File: src/rtl/clcd_pkg.sv
`default_nettype none
package clcd_pkg;

  // Request codes carried on the input tuser
  localparam logic [1:0] CMD_INIT = 2'd0;
  localparam logic [1:0] CMD_CMD  = 2'd1;
  localparam logic [1:0] CMD_DATA = 2'd2;

  // Configuration register indexes
  localparam logic [1:0] CFG_TWO_LINES  = 2'd0;
  localparam logic [1:0] CFG_BIG_FONT   = 2'd1;
  localparam logic [1:0] CFG_ADDR_INC   = 2'd2;
  localparam logic [1:0] CFG_DISP_SHIFT = 2'd3;

  // Hold times in microseconds
  localparam logic [15:0] HOLD_POWERUP = 16'd50000;
  localparam logic [15:0] HOLD_STROBE  = 16'd1;
  localparam logic [15:0] HOLD_SETTLE  = 16'd100;
  localparam logic [15:0] DELAY_SHORT  = 16'd100;
  localparam logic [15:0] DELAY_LONG   = 16'd3000;
  localparam logic [15:0] EXTRA_FIRST  = 16'd5000;
  localparam logic [15:0] EXTRA_NEXT   = 16'd1000;

  // Nibble jobs: init runs four upper-only nibbles, then five full bytes
  localparam logic [3:0] JOB_UPPER_CNT = 4'd4;
  localparam logic [3:0] JOB_LAST_INIT = 4'd13;
  localparam logic [3:0] JOB_LAST_BYTE = 4'd1;
  localparam logic [3:0] JOB_UPPER_TWO = 4'd3;

  localparam logic [1:0] PH_SETUP  = 2'd0;
  localparam logic [1:0] PH_STROBE = 2'd1;
  localparam logic [1:0] PH_SETTLE = 2'd2;

  typedef enum logic [1:0] {
    ST_IDLE,
    ST_POWER,
    ST_NIB
  } seq_state_t;

  typedef struct packed {
    logic two_lines;
    logic big_font;
    logic addr_inc;
    logic disp_shift;
  } cfg_t;

  // One pin state as shown on the result channel
  typedef struct packed {
    logic        last;
    logic [15:0] hold_us;
    logic [3:0]  nibble;
    logic        enable;
    logic        read_write;
    logic        reg_select;
  } pin_state_t;

  // Request into the hold-time unit
  typedef struct packed {
    logic       powerup;
    logic       settle;
    logic       upper_only;
    logic       upper_first;
    logic       lo;
    logic       rs;
    logic [7:0] byte_val;
  } hold_req_t;

  // Full command bytes sent after the upper-only nibbles of init
  function automatic logic [7:0] init_byte(input logic [2:0] idx, input cfg_t cfg);
    logic [7:0] b;
    begin
      case (idx)
        3'd0:    b = {4'h2, cfg.two_lines, cfg.big_font, 2'b00};
        3'd1:    b = 8'h08;
        3'd2:    b = 8'h01;
        3'd3:    b = {6'b000001, cfg.addr_inc, cfg.disp_shift};
        default: b = 8'h0C;
      endcase
      return b;
    end
  endfunction

endpackage
`default_nettype wire

File: src/rtl/clcd_hold_unit.sv
`default_nettype none
module clcd_hold_unit (
  input  clcd_pkg::hold_req_t req,
  output logic [15:0]         hold_us
);
  import clcd_pkg::*;

  logic        is_clr_home;
  logic [15:0] extra;
  logic [15:0] base;
  logic [15:0] addend;

  // Range compare for clear / home commands, then one shared add
  always_comb begin
    is_clr_home = !req.rs && (req.byte_val >= 8'h01) && (req.byte_val <= 8'h03);
    if (req.upper_only) begin
      extra = req.upper_first ? EXTRA_FIRST : EXTRA_NEXT;
    end else if (req.lo) begin
      extra = is_clr_home ? DELAY_LONG : DELAY_SHORT;
    end else begin
      extra = '0;
    end
    if (req.powerup) begin
      base = HOLD_POWERUP;
    end else if (req.settle) begin
      base = HOLD_SETTLE;
    end else begin
      base = HOLD_STROBE;
    end
    addend  = (req.settle && !req.powerup) ? extra : '0;
    hold_us = base + addend;
  end

endmodule
`default_nettype wire

File: src/rtl/clcd_seq.sv
`default_nettype none
module clcd_seq (
  input  logic                 clk,
  input  logic                 rst_n,
  input  logic                 start,
  input  logic [1:0]           cmd,
  input  logic [7:0]           value,
  input  clcd_pkg::cfg_t       cfg,
  input  logic                 adv,
  output logic                 ready,
  output logic                 emit,
  output clcd_pkg::pin_state_t pin
);
  import clcd_pkg::*;

  seq_state_t st_r, st_nxt;
  logic [1:0] phase_r, phase_nxt;
  logic [3:0] job_r, job_nxt;
  logic       init_r, init_nxt;
  logic       rs_r, rs_nxt;
  logic [7:0] value_r, value_nxt;

  logic [3:0] job_off;
  logic [7:0] cur_byte;
  logic       upper;
  logic       lo;
  logic       last_job;
  logic [3:0] cur_nib;
  hold_req_t  req;
  logic [15:0] hold_us;

  clcd_hold_unit u_hold (
    .req     (req),
    .hold_us (hold_us)
  );

  // Current nibble job decode
  always_comb begin
    job_off  = job_r - JOB_UPPER_CNT;
    cur_byte = init_r ? init_byte(job_off[3:1], cfg) : value_r;
    upper    = init_r && (job_r < JOB_UPPER_CNT);
    lo       = job_r[0];
    last_job = init_r ? (job_r == JOB_LAST_INIT) : (job_r == JOB_LAST_BYTE);
    if (upper) begin
      cur_nib = (job_r == JOB_UPPER_TWO) ? 4'h2 : 4'h3;
    end else begin
      cur_nib = lo ? cur_byte[3:0] : cur_byte[7:4];
    end
  end

  // Request to the shared hold unit
  always_comb begin
    req.powerup     = (st_r == ST_POWER);
    req.settle      = (phase_r == PH_SETTLE);
    req.upper_only  = upper;
    req.upper_first = (job_r == '0);
    req.lo          = lo;
    req.rs          = rs_r;
    req.byte_val    = cur_byte;
  end

  // Next state and pin state
  always_comb begin
    st_nxt    = st_r;
    phase_nxt = phase_r;
    job_nxt   = job_r;
    init_nxt  = init_r;
    rs_nxt    = rs_r;
    value_nxt = value_r;
    ready     = 1'b0;
    emit      = 1'b0;
    pin.reg_select = rs_r;
    pin.read_write = 1'b0;
    pin.enable     = (phase_r == PH_STROBE);
    pin.nibble     = cur_nib;
    pin.hold_us    = hold_us;
    pin.last       = (phase_r == PH_SETTLE) && last_job;
    unique case (st_r)
      ST_IDLE: begin
        ready = 1'b1;
        if (start) begin
          phase_nxt = PH_SETUP;
          job_nxt   = '0;
          value_nxt = value;
          case (cmd)
            CMD_INIT: begin
              init_nxt = 1'b1;
              rs_nxt   = 1'b0;
              st_nxt   = ST_POWER;
            end
            CMD_CMD: begin
              init_nxt = 1'b0;
              rs_nxt   = 1'b0;
              st_nxt   = ST_NIB;
            end
            CMD_DATA: begin
              init_nxt = 1'b0;
              rs_nxt   = 1'b1;
              st_nxt   = ST_NIB;
            end
            default: st_nxt = ST_IDLE;
          endcase
        end
      end
      ST_POWER: begin
        pin.reg_select = 1'b0;
        pin.enable     = 1'b0;
        pin.nibble     = '0;
        pin.last       = 1'b0;
        emit           = adv;
        if (adv) begin
          st_nxt    = ST_NIB;
          phase_nxt = PH_SETUP;
          job_nxt   = '0;
        end
      end
      ST_NIB: begin
        emit = adv;
        if (adv) begin
          if (phase_r == PH_SETTLE) begin
            phase_nxt = PH_SETUP;
            if (last_job) begin
              st_nxt = ST_IDLE;
            end else begin
              job_nxt = job_r + 4'd1;
            end
          end else begin
            phase_nxt = phase_r + 2'd1;
          end
        end
      end
      default: st_nxt = ST_IDLE;
    endcase
  end

  always_ff @(posedge clk) begin
    if (!rst_n) begin
      st_r <= ST_IDLE;
    end else begin
      st_r <= st_nxt;
    end
  end

  always_ff @(posedge clk) begin
    phase_r <= phase_nxt;
    job_r   <= job_nxt;
    init_r  <= init_nxt;
    rs_r    <= rs_nxt;
    value_r <= value_nxt;
  end

endmodule
`default_nettype wire

File: src/rtl/char_lcd_nibble_write_sequencer_core.sv
`default_nettype none
// Channel | Dir | Ports                          | Carries
// in      | in  | in_tvalid/tready/tdata/tuser   | tdata: value; tuser: command
// out     | out | out_tvalid/tready/tdata/tlast  | one pin state per item
// cfg     | in  | cfg_we/cfg_addr/cfg_wdata      | 1-bit setup registers
//
// A byte write gives 6 pin states, init gives 43; the sequencer emits one
// state per cycle through the output register while the output is not stalled.
// in_tready is high only while the sequencer is idle.
// Output stalls freeze the sequencer; a taken item frees the register at once.
// Reset is synchronous, active low, and leaves the block idle.
module char_lcd_nibble_write_sequencer_core (
  input  logic        clk,
  input  logic        rst_n,
  input  logic        in_tvalid,
  output logic        in_tready,
  input  logic [7:0]  in_tdata,   // [7:0] value
  input  logic [1:0]  in_tuser,   // [1:0] command
  output logic        out_tvalid,
  input  logic        out_tready,
  output logic [23:0] out_tdata,  // [0] reg_select, [1] read_write, [2] enable,
                                  // [6:3] nibble, [22:7] hold_us, [23] zero
  output logic        out_tlast,
  input  logic        cfg_we,
  input  logic [1:0]  cfg_addr,
  input  logic        cfg_wdata
);
  import clcd_pkg::*;

  cfg_t       cfg_r;
  logic       out_valid_r, out_valid_nxt;
  pin_state_t out_pin_r;
  logic       adv;
  logic       emit;
  logic       seq_ready;
  pin_state_t pin;

  // Setup registers
  always_ff @(posedge clk) begin
    if (!rst_n) begin
      cfg_r <= '{two_lines: 1'b1, big_font: 1'b0, addr_inc: 1'b1, disp_shift: 1'b1};
    end else if (cfg_we) begin
      unique case (cfg_addr)
        CFG_TWO_LINES:  cfg_r.two_lines  <= cfg_wdata;
        CFG_BIG_FONT:   cfg_r.big_font   <= cfg_wdata;
        CFG_ADDR_INC:   cfg_r.addr_inc   <= cfg_wdata;
        CFG_DISP_SHIFT: cfg_r.disp_shift <= cfg_wdata;
        default: ;
      endcase
    end
  end

  assign adv       = !out_valid_r || out_tready;
  assign in_tready = seq_ready;

  clcd_seq u_seq (
    .clk   (clk),
    .rst_n (rst_n),
    .start (in_tvalid && seq_ready),
    .cmd   (in_tuser),
    .value (in_tdata),
    .cfg   (cfg_r),
    .adv   (adv),
    .ready (seq_ready),
    .emit  (emit),
    .pin   (pin)
  );

  // Output register
  always_comb begin
    out_valid_nxt = out_valid_r;
    if (emit) begin
      out_valid_nxt = 1'b1;
    end else if (out_tready) begin
      out_valid_nxt = 1'b0;
    end
  end

  always_ff @(posedge clk) begin
    if (!rst_n) begin
      out_valid_r <= 1'b0;
    end else begin
      out_valid_r <= out_valid_nxt;
    end
  end

  always_ff @(posedge clk) begin
    if (emit) begin
      out_pin_r <= pin;
    end
  end

  assign out_tvalid = out_valid_r;
  assign out_tdata  = {1'b0, out_pin_r.hold_us, out_pin_r.nibble, out_pin_r.enable,
                       out_pin_r.read_write, out_pin_r.reg_select};
  assign out_tlast  = out_pin_r.last;

endmodule
`default_nettype wire

File: config.mk
export PLATFORM = sky130hd
export DESIGN_NAME = char_lcd_nibble_write_sequencer_core
export DESIGN_NICKNAME = d
export VERILOG_FILES = /design/src/rtl/clcd_pkg.sv /design/src/rtl/clcd_hold_unit.sv /design/src/rtl/clcd_seq.sv /design/src/rtl/char_lcd_nibble_write_sequencer_core.sv
export SDC_FILE = /design/constraint.sdc
export NUM_CORES = 1
export LEC_CHECK = 0
export BUFFER_PORTS_ARGS = -buffer_cell sky130_fd_sc_hd__clkbuf_2
export CORE_AREA = 5 5 91 93
export CTS_CLUSTER_DIAMETER = 150
export DETAILED_ROUTE_END_ITERATION = 8
export DIE_AREA = 0 0 96 98
export GPL_TIMING_DRIVEN = 0
export SYNTH_ARGS = -nofsm -noshare
export SYNTH_HDL_FRONTEND = slang
export SYNTH_HIERARCHICAL = 1
export SYNTH_SLANG_ARGS = --single-unit
File: constraint.sdc
create_clock -name clk -period 7.99 [get_ports clk]
set_clock_uncertainty 0.1 [all_clocks]
set_input_delay 0.799 -clock clk [delete_from_list [all_inputs] [get_ports clk]]
set_output_delay 0.799 -clock clk [all_outputs]
set_load 0.05 [all_outputs]
==> flow_metrics.env <==
export IMPL_status="finished, final reports clean"
export IMPL_path_class="register to register"
export IMPL_final_net_count=300
export IMPL_cp_max_fo=9
export IMPL_clock_latency_ns=0.30
export IMPL_place_ws_ns=4.58
export IMPL_syn_mean_instance_area_sq_um=11.7
export IMPL_critPathRequiredTime_ns=7.94
export IMPL_period_share=0.430
export IMPL_die_w_microns=96
export IMPL_ys_warnings_count=6
export IMPL_drt_antenna_violating_nets=0
export IMPL_dp_final_hpwl_microns=3410
export IMPL_clk_pin_slew_ns=0.09
export IMPL_grt_use_total=0.103
export IMPL_drc_errors=0
export IMPL_post_cts_buffers=0
export IMPL_syn_to_final_growth_pct=19.4
export IMPL_leakage_nw=1.28
export IMPL_final_core_util=0.399
export IMPL_grt_max_degree=26
export IMPL_std_cell_rows=32
export IMPL_coreArea_sq_mm=0.00745
export IMPL_io_buffer_count=43
export IMPL_clock_root_buffer="clkbuf_8"
export IMPL_hp_class="register to register"
export IMPL_yosys_register_bits=47
export IMPL_worstMarginPinSlew_ns=1.03
export IMPL_drive_gt1_frac=0.258
export IMPL_cts_hold_buffers=0
export IMPL_cp_end_kind="register"
export IMPL_slew_violations=0
export IMPL_setup_violations=0
export IMPL_htreeDepth=2
export IMPL_async_flop_share=0
export IMPL_syn_area_sq_mm=0.00249
export IMPL_first_pass_iters=4
export IMPL_ys_flop_type="edfxtp_1"
export IMPL_die_h_microns=98
export IMPL_routed_wl_microns=4370
export IMPL_syn_inst=212
export IMPL_numCtsBuffers=5
export IMPL_max_slew_margin_rel=0.314
export IMPL_diodes=0
export IMPL_gr_total_overflow=0
export IMPL_cts_tree="yes"
export IMPL_detailroute_via_count=1631
export IMPL_min_period_ns=3.43
export IMPL_grt_pass1_wl_microns=7620
export IMPL_ir_worst_vdd_uv=90.2
export IMPL_initial_core_util=0.334
export IMPL_clk_path_buf_depth=2
export IMPL_antenna_found_initial=0
export IMPL_synth_cell_type_count=42
export IMPL_synth_edf_count=40
export IMPL_first_global_vias=1647
export IMPL_p_per_area_mw_per_mm2=436
export IMPL_tns_ns=0
export IMPL_cts_resized=0
export IMPL_setup_ws_ns=4.56
export IMPL_yosysSeqAreaShare=0.540
export IMPL_drv_cap=0
export IMPL_cp_arrival_ns=3.38
export IMPL_dieArea_sq_mm=0.00941
export IMPL_drt_iter0_markers=75
export IMPL_numClockSinks=47
export IMPL_start_kind="register"
export IMPL_ios=45
export IMPL_grt_setup_unrepaired="false"
export IMPL_fmax_mhz=291
export IMPL_power_mw=1.29
export IMPL_routabilityCongestion=0.800
export IMPL_drt_wirelength_per_cell_microns=11.9
export IMPL_timing_final_hold_violations=0
export IMPL_avgViaCountPerCell=4.46
cell type report:
type | count | area, sq um
buffer | 9 | 68.8
clock buffer | 5 | 68.8
clock inverter | 3 | 67.6
fill | 745 | 4480
inverter | 16 | 60.1
multi-input combinational | 141 | 1020
sequential | 47 | 1340
tap | 102 | 128
timing repair buffer | 43 | 215
layout by cell type, fill, tap and decap left out, types with 4 or more instances in the layout:
cell / count
a21oi_1: 7
and2_1: 10
and2b_1: 4
buf_4: 7
clkbuf_2: 43
clkbuf_8: 5
conb_1: 4
dfxtp_1: 7
edfxtp_1: 40
ha_1: 19
inv_1: 16
mux2i_1: 8
nand2_1: 9
nand3_1: 4
nor2_1: 15
nor2b_1: 12
nor3_1: 5
o21ai_0: 4
o21ai_1: 4
xor2_1: 4
registers in the layout, summed over array words and instances, names as in the netlist:
signal         cells
u_seq/phase_r      2
u_seq/job_r        4
out_tlast          1
u_seq/st_r         2
u_seq/rs_r         1
out_tvalid         1
u_seq/init_r       1
out_tdata         23
cfg_r              4
u_seq/value_r      8
path summary, 6_finish.rpt:
check | cells past startpoint | endpoint | slack, ns | start
worst max-delay path | 12 | out_tdata[17] | 4.56 | u_seq/job_r[2]
worst min-delay path | 2 | cfg_r[2] | 0.38 | cfg_r[2]
worst max register to register | 12 | out_tdata[17] | 4.56 | u_seq/job_r[2]
worst min register to register | 2 | cfg_r[2] | 0.38 | cfg_r[2]
cells by family after synthesis:
logic type | synth area share
fa+ha+maj | 0.0956
other cells | 0.00453
simple gates | 0.175
xor+xnor | 0.0211
compound gates | 0.0805
buf+inv | 0.0518
flops | 0.540
mux | 0.0322
metrics by stage:
step	hold WS, ns	cell area, sq um	instances
floorplan	0.338	2490	213
global placement	0.370	2830	358
detailed placement	0.373	2830	358
CTS	0.385	2970	366
global route	0.414	2970	366
finish	0.380	2970	366
synthesized netlist by cell type, types with 4 or more instances:
cell type  instances  area (sq um)
nor3_1             5          25.0
dfxtp_1            7           140
a21oi_1            7          35.0
nor2b_1           12          75.1
buf_4              7          52.6
mux2i_1            8          80.1
xor2_1             4          35.0
o21ai_1            4          20.0
ha_1              19           238
nand3_1            4          20.0
nand2_1            9          33.8
edfxtp_1          40          1200
and2_1            10          62.6
and2b_1            4          30.0
nor2_1            15          56.3
o21ai_0            4          20.0
inv_1             16          60.1
critical path: stages (launching register included):
cell and delay (ns):
edfxtp_1 0.39, buf_6 0.15, inv_1 0.09, ha_1 0.28, a41o_1 0.24, or4_4 0.49, or3_4 0.40, nor3_1 0.22
ha_1 0.31, a21oi_1 0.13, o21ai_1 0.09, o21ai_1 0.18, o21bai_1 0.11
power by group:
| group | switching [mW] | internal (mW) |
|---|---|---|
| sequential | 0.0472 | 0.413 |
| clock | 0.0792 | 0.125 |
| combinational | 0.454 | 0.176 |
per-layer routing:
layer / routed length [microns] / track usage / vias to the layer above
met1: 1990 / 0.126 / 751
met5: 0 / 0 / -
li1: - / - / 832
met3: 246 / 0.0308 / 5
met4: 61 / 0.0394 / 0
met2: 2080 / 0.167 / 43
Power figures use the tool's default switching activity.
